===== src/rtl/sacl_pkg.sv =====
package sacl_pkg;

    localparam int SETS   = 256;
    localparam int WAYS   = 8;
    localparam int ADDR_W = 31;

    localparam int SET_W  = (SETS > 1) ? $clog2(SETS) : 1;
    localparam int WAY_W  = (WAYS > 1) ? $clog2(WAYS) : 1;
    localparam int DIV_W  = SET_W + 1;
    localparam int NWAY_W = WAY_W + 1;
    localparam int CNT_W  = $clog2(ADDR_W + 1);

    // Configuration port.
    localparam int SCFG_W     = 9;
    localparam int WCFG_W     = 4;
    localparam int CFG_DATA_W = 9;
    localparam int CFG_IDX_W  = 1;
    localparam logic [CFG_IDX_W-1:0] CFG_SETS = 1'd0;
    localparam logic [CFG_IDX_W-1:0] CFG_WAYS = 1'd1;
    localparam logic [SCFG_W-1:0] SETS_RESET = 9'd256;
    localparam logic [WCFG_W-1:0] WAYS_RESET = 4'd8;

    // Stream widths.
    localparam int S_DATA_W = 32;
    localparam int M_DATA_W = 8;

    // Result kinds.
    localparam logic [1:0] KIND_HIT   = 2'd0;
    localparam logic [1:0] KIND_FILL  = 2'd1;
    localparam logic [1:0] KIND_EVICT = 2'd2;
    localparam logic [1:0] KIND_NONE  = 2'd3;

    // One memory row holds a whole set.
    typedef struct packed {
        logic [WAYS-1:0]              vld;
        logic [WAY_W-1:0]             vp;
        logic [WAYS-1:0][ADDR_W-1:0]  tag;
    } t_row;

    typedef struct packed {
        logic start;   // latch the item and start the remainder
        logic rd;      // read the set row
        logic commit;  // write the row back and load the result register
    } t_cmd;

    typedef struct packed {
        logic div_busy;
    } t_stat;

endpackage


===== src/rtl/sacl_ctrl.sv =====
module sacl_ctrl (
    input  logic             i_clk,
    input  logic             i_rst_n,
    input  logic             i_in_valid,
    output logic             o_in_ready,
    output logic             o_out_valid,
    input  logic             i_out_ready,
    output sacl_pkg::t_cmd   o_cmd,
    input  sacl_pkg::t_stat  i_stat
);
    import sacl_pkg::*;

    localparam logic [1:0] ST_IDLE = 2'd0;
    localparam logic [1:0] ST_DIV  = 2'd1;
    localparam logic [1:0] ST_RES  = 2'd2;

    logic [1:0] r_state;
    logic [1:0] n_state;
    logic       r_ovalid;
    logic       n_ovalid;

    always_comb begin
        o_cmd        = '0;
        n_state      = r_state;
        o_cmd.start  = (r_state == ST_IDLE) && i_in_valid;
        o_cmd.rd     = (r_state == ST_DIV) && !i_stat.div_busy;
        o_cmd.commit = (r_state == ST_RES) && (!r_ovalid || i_out_ready);
        case (r_state)
            ST_IDLE: begin
                if (o_cmd.start) begin
                    n_state = ST_DIV;
                end
            end
            ST_DIV: begin
                if (o_cmd.rd) begin
                    n_state = ST_RES;
                end
            end
            ST_RES: begin
                if (o_cmd.commit) begin
                    n_state = ST_IDLE;
                end
            end
            default: n_state = ST_IDLE;
        endcase
        if (o_cmd.commit) begin
            n_ovalid = 1'b1;
        end else if (i_out_ready) begin
            n_ovalid = 1'b0;
        end else begin
            n_ovalid = r_ovalid;
        end
    end

    always_ff @(posedge i_clk) begin
        if (!i_rst_n) begin
            r_state  <= ST_IDLE;
            r_ovalid <= 1'b0;
        end else begin
            r_state  <= n_state;
            r_ovalid <= n_ovalid;
        end
    end

    assign o_in_ready  = (r_state == ST_IDLE);
    assign o_out_valid = r_ovalid;

endmodule


===== config.mk =====
export PLATFORM = sky130hd
export DESIGN_NAME = sacl_ctrl
export DESIGN_NICKNAME = d
export VERILOG_FILES = /design/src/rtl/sacl_pkg.sv /design/src/rtl/sacl_ctrl.sv
export SDC_FILE = /design/constraint.sdc
export NUM_CORES = 1
export LEC_CHECK = 0
export ABC_AREA = 1
export BUFFER_PORTS_ARGS = -buffer_cell sky130_fd_sc_hd__buf_2
export CAP_MARGIN = 20
export CORE_AREA = 5 5 42 44
export DETAILED_ROUTE_END_ITERATION = 7
export DIE_AREA = 0 0 47 49
export PLACE_DENSITY_LB_ADDON = 0.25
export SYNTH_ARGS = -nofsm -noshare
export SYNTH_HDL_FRONTEND = slang
export SYNTH_SLANG_ARGS = --single-unit

===== constraint.sdc =====
create_clock -name i_clk -period 1.05 [get_ports i_clk]
set_clock_uncertainty 0.2 [all_clocks]
set_input_delay 0.0525 -clock i_clk [delete_from_list [all_inputs] [get_ports i_clk]]
set_output_delay 0.0525 -clock i_clk [all_outputs]
set_load 0.01 [all_outputs]

==> results of run 1 <==
-- sequential cells by signal, summed over array words and instances (netlist names) --
register / flops
r_state: 2
o_out_valid: 1
-- synthesized netlist by cell type --
| cell type | number |
|---|---|
| nor2_2 | 2 |
| nor3_1 | 1 |
| inv_2 | 1 |
| nor2_1 | 1 |
| buf_4 | 1 |
| nand2_1 | 2 |
| nand3_1 | 1 |
| a21oi_2 | 1 |
| dfxtp_1 | 3 |
| nand3b_1 | 1 |
| o21a_1 | 1 |
| inv_1 | 4 |
| a21oi_1 | 1 |
-- area by class of cell --
cell class | instances | area share (%)
repair buffers | 10 | 23.3
inverters | 5 | 7.14
clock buffers | 4 | 10.0
flip-flops and latches | 3 | 25.2
well taps | 16 | 7.62
multi-input cells | 11 | 26.7
-- report_power, final --
part           switching (mW)  total [mW]  internal, mW
clock network          0.0599       0.202         0.142
registers             0.00663       0.127         0.120
logic                  0.0252      0.0511        0.0259
-- critical path, delay by kind of cell, from the launching register on --
family        cells  cell delay [ns]
flops             1             0.32
buf+inv           3             0.27
simple gates      1             0.11
-- what timing repair did --
item / CTS / global route
setup endpoints to repair: 4 / 4
pin swaps: 0 / 1
endpoints found under the hold margin: 3 / 3
gates resized for setup: 4 / 4
buffers inserted: 0 / 0
-- cell families (layout without fill, tap and decap cells) --
group	count (synthesis)	count (layout)	share of synthesized area, %
and+or+nand+nor	8	8	27.7
AOI/OAI and AO/OA	3	3	14.3
buffers and inverters	6	19	17.6
DFF	3	3	40.3
-- per-layer routing --
metal | GRT usage, % | part of all wire (%)
met1 | 4.39 | 42
met2 | 5.20 | 50
met3 | 3.69 | 8.5
met4 | 2.76 | 0
met5 | 0 | 0
-- through the flow --
stage	worst slack [ns]	instance area [um^2]	instances	util (%)	TNS (ns)
floorplan	0.0694	149	20	-	0
global placement	0.0110	206	44	14.7	0
detailed placement	0.0454	206	44	14.7	0
CTS	-0.149	253	49	18.0	-0.448
global route	-0.194	263	49	18.8	-0.618
finish	-0.137	263	49	18.8	-0.392
-- worst max path at each step --
stage,startpoint,to,slack (ns),cells after the start
4_1_cts,r_state[1]$_SDFFE_PN0P_,o_cmd[1],-0.15,4
6_report,r_state[1]$_SDFFE_PN0P_,o_cmd[1],-0.14,4
3_5_place_dp,r_state[1]$_SDFFE_PN0P_,o_cmd[0],0.05,3
3_3_place_gp,r_state[1]$_SDFFE_PN0P_,o_cmd[0],0.01,3
2_1_floorplan,o_out_valid$_SDFFE_PN0P_,o_cmd[0],0.07,4
5_1_grt,r_state[1]$_SDFFE_PN0P_,o_cmd[1],-0.19,4
==> flow_results.org, run 1 <==
** Setup path
- The critical path is of the register to primary output type.
- The critical path goes through inv_2 -> nand3b_1 -> inv_1 -> buf_6.
- Master of the slowest instance on the critical path :: dfxtp_2
- CP Data Arrival Time :: 0.93 ns
- Beginning of the worst register-to-register path :: o_out_valid$_SDFFE_PN0P_
- The number of cells on the worst reg-to-reg path is 4.
- Stage delay of the slowest cell on the critical path :: 0.32 ns
- Along the worst path, the maximum fanout reaches 4.
- Data on the critical path is required at its endpoint by 0.80 ns.
- For flop-to-flop paths, the worst setup slack is 0.10 ns.
- STA classifies the critical path endpoint as a primary output.
- In this run the critical register-to-register path is captured at r_state[1]$_SDFFE_PN0P_.
- Critical Path Start Type :: register

** Outcome
- The checks that failed: hold timing, setup timing.
- Run status :: complete, but fails checks

** Clocking
- The cell sitting at the root of the clock tree is a clkbuf_4.
- For the worst-skew pair, the clock arrives at the later sink with an insertion delay of 0.23 ns.
- Clock-pin slew was measured on the worst setup and hold paths at 0.04 ns.
- Buffers inserted to repair hold after CTS numbered 1.
- Clock tree synthesis inserted a total of 3 buffers.
- CTS tree :: done
- Worst-case clock buffer depth :: 2
- CTS sink count :: 3
- Count of H-tree levels built during CTS :: 1

** Layout
- The number of antenna diodes in the final layout is 0.
- Total of fill cells in the finished design :: 168
- Area taken by multi-input logic gates :: 70.1 um^2
- From synthesis to final layout, the design area changed by 76.5%.
- Share of cells above drive strength 1 :: 66.7%
- In the layout the commonest cells are 8 x buf_2, 3 x nor2_2, 3 x inv_1, 3 x clkbuf_4.
- Leaving out fill and tap cells, the most frequent cell in the layout is buf_2.
- In the final design database the tool counted 39 nets.
- Sequential cell area in the final layout :: 66.3 um^2

** Global route
- Number of antenna violations at the first check in global routing :: 0
- Wire length of the first global-routing pass :: 669 um
- Across every metal layer, demand over resource in global routing totals 4.15%.
- GRT Residual Overflow :: 0
- Number of global-route vias before repair :: 181
- Entering global routing, the biggest net connects 6 pins.

** Pwr
- Across the VDD grid, the largest voltage drop is 0.408 mV.
- Pwr Total :: 380 uW
- Dividing total power by cell area gives a power density of 1450 nW/um^2.
- Leakage power figure :: 0.127 nW

** Route
- Dividing the detail-routed wire length by the instance count gives 7.69 um.
- For this block, the via count after detailed routing is 165.
- Drt drc :: 0
- DRC violation total after the first TritonRoute iteration :: 5
- In the routed layout, each cell is associated on average with a via count of 3.37.
- Pre-Repair DR Iteration Count :: 2
- Antenna Violating Nets Remaining :: 0
- The routed design has 377 um of wire.

** STA
- Fin worst setup slack :: -0.137 ns
- Setup repair after global routing could not meet its margin everywhere.
- Setup violations remaining at the end of the flow were counted as 4.
- The routed design could run at a clock period as short as 1.19 ns.
- Fin. Hold Viols :: 3
- Worst slew slack as a fraction of its limit :: 90.6%
- Pin slew with the least headroom to its limit :: 0.141 ns
- The count of final max-slew check failures was 0.
- The tightest hold path in the finished design has a slack of -0.110 ns.
- Dividing the final minimum period by the clock period gives 113%.
- Timing would allow up to 843 MHz.

** Logic synthesis
- Ranked by total cell area, the synthesized netlist is headed by dfxtp_1 40%, inv_1 10%, nor2_2 8.4%.
- Number of warnings issued by yosys :: 0
- Number of nets produced by synthesis :: 25
- The synthesized design devotes to its leading area cell type 40.3% of total area.
- Sequential element share of the synthesized area :: 40.3%
- Library cell with the largest summed area after synthesis :: dfxtp_1
- In this run, synthesis produced a sequential element count of 3.
- Averaged over all synthesized cells, the footprint is 7.44 um^2.
- The number of different library cells used by synthesis comes to 13.
- The cell area that synthesis handed to floorplanning was 149 um^2.
- Synthesis produced 20 cells.

** Placement
- The count of buffers added on input and output ports is 9.
- HPWL after detailed placement :: 303 um
- The congestion estimate from routability-driven global placement came to 0.671.

** Run
- Number of violations of the max-capacitance limit :: 0

** Min path
- Critical hold path startpoint :: i_out_ready
- Kind of path behind the tightest hold check :: input pin to register
- Worst hold path stage count :: 4
- The worst hold path terminates at r_state[1]$_SDFFE_PN0P_.

** Floorplan
- After floorplanning, the core was divided into 14 placement rows.
- Num ports :: 10
- Area of the core region :: 1400 um^2
- The die covers 2300 um^2.
- The die is 49 um tall.
- DIE WIDTH :: 47 um
- The initial utilization of the core area, before any placement, comes to 10.6%.
No activity file was read; power rests on OpenSTA's default activity.
==> run 2, diff against run 1 <==
--- a/config.mk
+++ b/config.mk
@@ -12,6 +12,7 @@
 export DETAILED_ROUTE_END_ITERATION = 7
 export DIE_AREA = 0 0 47 49
 export PLACE_DENSITY_LB_ADDON = 0.25
+export SETUP_SLACK_MARGIN = 0.5
 export SYNTH_ARGS = -nofsm -noshare
 export SYNTH_HDL_FRONTEND = slang
 export SYNTH_SLANG_ARGS = --single-unit
==> run 2 against run 1 <==
The run still ends with hold timing, setup timing left. Sequential power about the same. First-iteration DRC count decreased by 40%. Final area increased by 26%. Final cell count increased by 10%. Critical path depth unchanged. Flip-flop and latch count unchanged. Clock-buffer cell count unchanged. Largest cell class is now non-clock buffers. Highest routed layer unchanged.
==> flow_results.org, run 2 (synthesized netlist as in run 1, its figures left out) <==
** Outcome
- Run status :: complete, but fails checks
- The checks that failed: hold timing, setup timing.

** Layout
- Non-Filler Cell Area, Final :: 330 um^2 (+26%)
- Area overhead of the layout relative to synthesis :: 122%
- The number of flip-flops under the largest register name is 2 (unchanged).
- The number of diodes came to 0 (unchanged).
- Commonest non-fill, non-tap cell in the layout :: buf_2
- r_state holds more flip-flops than any other register.
- Leading cell types in the layout, fill and taps excluded :: 7 x buf_2, 4 x buf_6, 4 x buf_4
- The net total in the final layout was 44 (+13%).
- The ratio of cells with drive above 1 in the final layout was 78.9% (+12 points).

** STA
- Setup repair after global routing could not meet its margin everywhere.
- Fin worst setup slack :: -0.149 ns (-0.0119 ns)
- Pin slew with the least headroom to its limit :: 0.111 ns (-0.0298 ns)
- Setup violators final :: 4 (unchanged)
- Maximum clock frequency :: 834 MHz (-1.0%)
- Fin. Hold Viols :: 3 (unchanged)
- The worst hold slack across all endpoints came to -0.161 ns (-0.0509 ns).
- Part of the cycle the worst path needs :: 114% (+1.1 points)
- Worst slew slack as a fraction of its limit :: 92.6% (+2.0 points)
- Max Transition Viols Final :: 0 (unchanged)
- The final critical-path required period came to 1.20 ns (+0.0119 ns).

** Route
- Post-detailed-route wirelength per cell :: 8.65 um (+12%)
- The wire length after detailed routing is 467 um (+24%).
- The post-detailed-route count of antenna-violating nets was 0 (unchanged).
- The ratio of routed vias to standard cells is 3.48 (+3.4%).
- The count of vias placed by the detailed router came to 188 (+14%).
- The first-iteration detailed-routing DRC count is 3 (-2).
- The first-pass iteration count of the detailed router was 3 (+1).
- Drt drc :: 0 (unchanged)

** Placement
- The placer congestion estimate was 0.652 (-2.7%).
- The HPWL after detailed placement was 316 um (+4.5%).
- Count of input and output buffers :: 9 (unchanged)
- Post-place instance area :: 230 um^2 (+12%)

** Global route
- The global router's overall resource usage came to 5.21% (+1.1 points).
- The global-route wire length before repair was 752 um (+12%).
- Number of antenna violations at the first check in global routing :: 0 (unchanged)
- Maximum number of pins on one net before global-route repair :: 6 (unchanged)
- The number of global-route vias before repair was 185 (+2.2%).
- GRT Residual Overflow :: 0 (unchanged)

** Floorplan
- Die extent in y :: 49 um (unchanged)
- Total Die Area :: 2300 um^2 (unchanged)
- The number of cell rows was 14 (unchanged).
- Area of the core region :: 1400 um^2 (unchanged)
- Initial core utilization :: 10.6% (unchanged)
- Num ports :: 10 (unchanged)
- DIE WIDTH :: 47 um (unchanged)

** Clocking
- TritonCTS built the clock tree.
- The insertion delay of the later-clocked pin in the worst-skew pair was 0.24 ns (about the same).
- The H-tree level count came to 1 (unchanged).
- The number of sinks handled by clock tree synthesis is 3 (unchanged).
- Clock transition at the registers of the reported paths :: 0.04 ns (about the same)
- The TritonCTS buffer count was 3 (unchanged).
- Worst-case clock buffer depth :: 2 (unchanged)
- Library cell used as clock root buffer :: clkbuf_4

** Setup path
- The worst setup path is of the register to primary output kind.
- Launching instance or port of the critical path :: r_state[1]$_SDFFE_PN0P_
- The critical path data required time is 0.80 ns (about the same).
- Capture point of the worst path :: o_cmd[1]
- Stage delay of the slowest cell on the critical path :: 0.36 ns (+0.04 ns)
- Beginning of the worst register-to-register path :: r_state[1]$_SDFFE_PN0P_
- The minimum setup slack among reg-to-reg paths is 0.01 ns (-0.09 ns).
- The worst path arrival time was 0.95 ns (+0.02 ns).
- Depth of the worst register-to-register path :: 4 (unchanged)
- Master of the slowest instance on the critical path :: dfxtp_2
- In this run the critical register-to-register path is captured at r_state[1]$_SDFFE_PN0P_.
- Critical Path Start Type :: register
- Worst Path Max Fanout :: 4 (unchanged)
- Ordered list of cells on the worst path :: inv_4 -> nand3b_1 -> inv_1 -> buf_2
- Critical Path Sink Type :: primary output

** Pwr
- The worst vdd rail ir drop was 0.676 mV (+66%).
- P per Cell Area :: 1260 nW/um^2 (-13%)
- Leakage power figure :: 0.164 nW (+29%)

** Run
- Number of violations of the max-capacitance limit :: 0 (unchanged)

** Min path
- The worst hold path belongs to the class input pin to register.
-- run 2: power breakdown --
group	switching, mW	internal (mW)
clock	0.0660	0.143
sequential	0.00908	0.120
combinational	0.0331	0.0457
-- run 2: metrics by stage --
| stage | utilization, % | std cells | setup WS [ns] | power, mW | setup TNS (ns) |
|---|---|---|---|---|---|
| 3_3_place_gp | 16.4 | 44 | 0.0808 | 0.180 | 0 |
| 6_report | 23.6 | 54 | -0.149 | 0.417 | -0.553 |
| 4_1_cts | 22.1 | 52 | -0.155 | 0.412 | -0.469 |
| 3_5_place_dp | 16.4 | 44 | 0.0923 | 0.180 | 0 |
| 2_1_floorplan | - | 20 | 0.124 | 0.158 | 0 |
| 5_1_grt | 23.6 | 54 | -0.225 | 0.462 | -0.939 |
-- run 2: worst max-delay path: cells and delay by family (launching register included) --
kind,cells,cell delay [ns]
buffers and inverters,3,0.23
DFF,1,0.36
and+or+nand+nor,1,0.11
-- run 2: worst min path at each step --
| stage | to | startpoint | cells past startpoint |
|---|---|---|---|
| finish | o_out_valid$_SDFFE_PN0P_ | i_rst_n | 2 |
| global route | o_out_valid$_SDFFE_PN0P_ | i_rst_n | 2 |
| CTS | o_out_valid$_SDFFE_PN0P_ | i_rst_n | 2 |
| global placement | o_out_valid$_SDFFE_PN0P_ | i_rst_n | 2 |
| detailed placement | o_out_valid$_SDFFE_PN0P_ | i_rst_n | 2 |
| floorplan | o_out_valid$_SDFFE_PN0P_ | i_rst_n | 1 |
-- run 2: layout make-up --
cell class / instances / area, um^2
fill: 161 / 1070
timing repair buffer: 15 / 110
multi-input combinational: 11 / 86.3
sequential: 3 / 66.3
clock buffer: 4 / 26.3
inverter: 5 / 21.3
tap: 16 / 20.0
-- run 2: metal layers --
layer | wire [um] | GRT usage, % | vias up
met3 | 87 | 7.38 | 0
li1 | - | - | 95
met5 | 0 | 0 | -
met2 | 174 | 5.20 | 12
met1 | 205 | 5.49 | 81
met4 | 0 | 2.76 | 0
-- run 2: timing repair --
item                                    CTS  global route
setup buffers                             4             2
gates resized for setup                   5             2
endpoints found under the hold margin     3             3
pin swaps                                 5             1
endpoints found under the setup margin    8             8
==> run 3, diff against run 2 <==
--- a/config.mk
+++ b/config.mk
@@ -9,6 +9,7 @@
 export BUFFER_PORTS_ARGS = -buffer_cell sky130_fd_sc_hd__buf_2
 export CAP_MARGIN = 20
 export CORE_AREA = 5 5 42 44
+export CTS_BUF_LIST = sky130_fd_sc_hd__clkbuf_4 sky130_fd_sc_hd__clkbuf_8
 export DETAILED_ROUTE_END_ITERATION = 7
 export DIE_AREA = 0 0 47 49
 export PLACE_DENSITY_LB_ADDON = 0.25
==> run 3 against run 2 <==
The run still ends with hold timing, setup timing left. Highest routed layer unchanged. Register-to-register slack hardly changed. Setup slack about the same. Critical endpoint unchanged. Sequential power is essentially flat. Maximum frequency hardly changed.
==> flow_results.org, run 3 (synthesized netlist as in run 1, its figures left out) <==
** Outcome
- The flow ran to the end, but the final reports show violations.
- Violations in the final reports :: hold timing, setup timing

** Placement
- Final estimated routing congestion in global placement :: 0.652 (unchanged)
- The HPWL after detailed placement was 316 um (unchanged).
- Count of input and output buffers :: 9 (unchanged)
- The total instance count after detailed placement is 44 (unchanged).

** Route
- Post-detailed-route wirelength per cell :: 8.44 um (-2.4%)
- The post-detailed-route count of antenna-violating nets came to 0 (unchanged).
- Met2 Routed Length :: 165 um (-5.2%)
- Wirelength, routed :: 456 um (-2.4%)
- The highest metal layer carrying signal wires in the routed design is met3.
- Pre-Repair DR Iteration Count :: 3 (unchanged)
- The ratio of routed vias to standard cells came to 3.46 (-0.53%).
- Routed vias :: 187 (-0.53%)
- The first-iteration detailed-routing DRC count is 3 (unchanged).
- The length of routed met3 wiring came to 87 um (unchanged).
- The wire length on met1 is 203 um (-0.98%).
- The DRC violation count after routing came to 0 (unchanged).

** Floorplan
- The die width was 47 um (unchanged).
- The area of the core came to 1400 um^2 (unchanged).
- The number of cell rows came to 14 (unchanged).
- The number of top-level pins came to 10 (unchanged).
- Initial core utilization :: 10.6% (unchanged)
- Total Die Area :: 2300 um^2 (unchanged)
- The height of the die was 49 um (unchanged).

** STA
- The relative slew slack was 92.6% (unchanged).
- Fin worst setup slack :: -0.148 ns (+0.000132 ns)
- Accumulated negative setup slack :: -0.548 ns (+0.00479 ns)
- The slew at the pin closest to its max-slew limit came to 0.111 ns (unchanged).
- Setup repair after global routing could not meet its margin everywhere.
- The number of failing setup endpoints in the final timing report was 4 (unchanged).
- Fin. Hold Viols :: 3 (unchanged)
- Final critical delay including setup and external delays :: 1.20 ns (-0.000132 ns)
- The count of final max-slew check failures was 0 (unchanged).
- The upper clock frequency limit was 834 MHz (about the same).
- Part of the cycle the worst path needs :: 114% (about the same)
- The worst hold slack across all endpoints was -0.165 ns (-0.00455 ns).

** Clocking
- Clock insertion delay at the later pin of the skew report :: 0.24 ns (about the same)
- The root buffer cell chosen for the clock tree is clkbuf_4.
- Worst-case clock buffer depth :: 2 (unchanged)
- The H-tree level count was 1 (unchanged).
- CTS tree :: done
- The TritonCTS buffer count was 3 (unchanged).
- The number of sinks handled by clock tree synthesis is 3 (unchanged).
- The clock-pin slew on the worst setup and hold paths is 0.04 ns (about the same).

** Setup path
- Category of the most critical setup path :: register to primary output
- Master of the slowest instance on the critical path :: dfxtp_2
- The critical path data required time came to 0.80 ns (about the same).
- STA classifies the critical path endpoint as a primary output.
- Critical Path Start Type :: register
- The peak per-stage delay on the critical path is 0.36 ns (about the same).
- Depth of the worst register-to-register path :: 4 (unchanged)
- Worst reg2reg endpoint :: r_state[1]$_SDFFE_PN0P_
- The worst register-to-register path begins at r_state[1]$_SDFFE_PN0P_.
- CP Data Arrival Time :: 0.95 ns (about the same)
- The maximum fanout along the worst path is 4 (unchanged).
- The minimum setup slack among reg-to-reg paths was 0.01 ns (about the same).
- The critical path starts at r_state[1]$_SDFFE_PN0P_.
- Capture point of the worst path :: o_cmd[1]
- The critical path goes through inv_4 -> nand3b_1 -> inv_1 -> buf_2.

** Layout
- The fraction of the core area covered by cells at the end of the flow came to 23.8% (+0.27 points).
- Commonest non-fill, non-tap cell in the layout :: buf_2
- More flip-flops sit in one register than any other, and that register is r_state.
- The number of diodes was 0 (unchanged).
- The net total in the final layout is 44 (unchanged).
- The ratio of cells with drive above 1 in the final layout was 81.6% (+2.6 points).
- Area overhead of the layout relative to synthesis :: 124%
- The number of flip-flops under the largest register name came to 2 (unchanged).
- Leading cell types in the layout, fill and taps excluded :: 7 x buf_2, 4 x clkbuf_4, 4 x buf_6, 4 x buf_4, 3 x inv_1
- The post-route non-filler standard cell count was 54 (unchanged).

** Global route
- The pin count of the biggest net entering global routing was 6 (unchanged).
- Wire length of the first global-routing pass :: 724 um (-3.7%)
- GRT Residual Overflow :: 0 (unchanged)
- Number of antenna violations at the first check in global routing :: 0 (unchanged)
- The global router's overall resource usage is 5.07% (-0.14 points).
- The number of global-route vias before repair is 175 (-5.4%).

** Pwr
- Pwr Total :: 441 uW (+5.8%)
- The leakage component of the power came to 0.168 nW (+2.0%).
- Maximum resistive drop on vdd :: 0.676 mV (about the same)
- P per Cell Area :: 1320 nW/um^2 (+4.6%)

** Run
- Number of violations of the max-capacitance limit :: 0 (unchanged)

** Min path
- The min-delay analysis places its worst path in the category input pin to register.
run 3: layout make-up:
class | instances | area [um^2]
clock buffer | 4 | 30.0
tap | 16 | 20.0
fill | 160 | 1070
sequential | 3 | 66.3
inverter | 5 | 21.3
timing repair buffer | 15 | 110
multi-input combinational | 11 | 86.3
run 3: metrics by stage:
stage	setup WS [ns]	instance area, um^2
floorplan	0.124	173
global placement	0.0808	230
detailed placement	0.0923	230
CTS	-0.155	313
global route	-0.225	334
finish	-0.148	334
run 3: worst max-delay path, delay by kind of cell, from the launching register on:
family / cells / cell delay (ns)
flip-flops: 1 / 0.36
buffers and inverters: 3 / 0.23
AND/OR/NAND/NOR: 1 / 0.11
run 3: timing repair:
| item | 4_1_cts | 5_1_grt |
|---|---|---|
| setup endpoints to repair | 8 | 8 |
| pin swaps | 5 | 1 |
| resized for setup | 5 | 2 |
| hold endpoints to repair | 3 | 3 |
| buffers inserted | 4 | 2 |
run 3: worst min path at each step:
| stage | cells past startpoint | start | endpoint |
|---|---|---|---|
| after floorplan | 1 | i_rst_n | o_out_valid$_SDFFE_PN0P_ |
| after global placement | 2 | i_rst_n | o_out_valid$_SDFFE_PN0P_ |
| after detailed placement | 2 | i_rst_n | o_out_valid$_SDFFE_PN0P_ |
| after CTS | 2 | i_rst_n | o_out_valid$_SDFFE_PN0P_ |
| after global routing | 2 | i_rst_n | o_out_valid$_SDFFE_PN0P_ |
| final | 2 | i_rst_n | o_out_valid$_SDFFE_PN0P_ |
run 3: layer usage:
metal	vias up	global-route usage, %
met5	-	0
met4	0	2.76
met3	0	7.38
met2	12	4.75
met1	80	5.48
li1	95	-
run 3: power by group:
part	total, mW	switching (mW)	internal [mW]
sequential	0.129	0.00902	0.120
clock	0.234	0.0650	0.168
combinational	0.0784	0.0329	0.0455
total	0.441	0.107	0.334
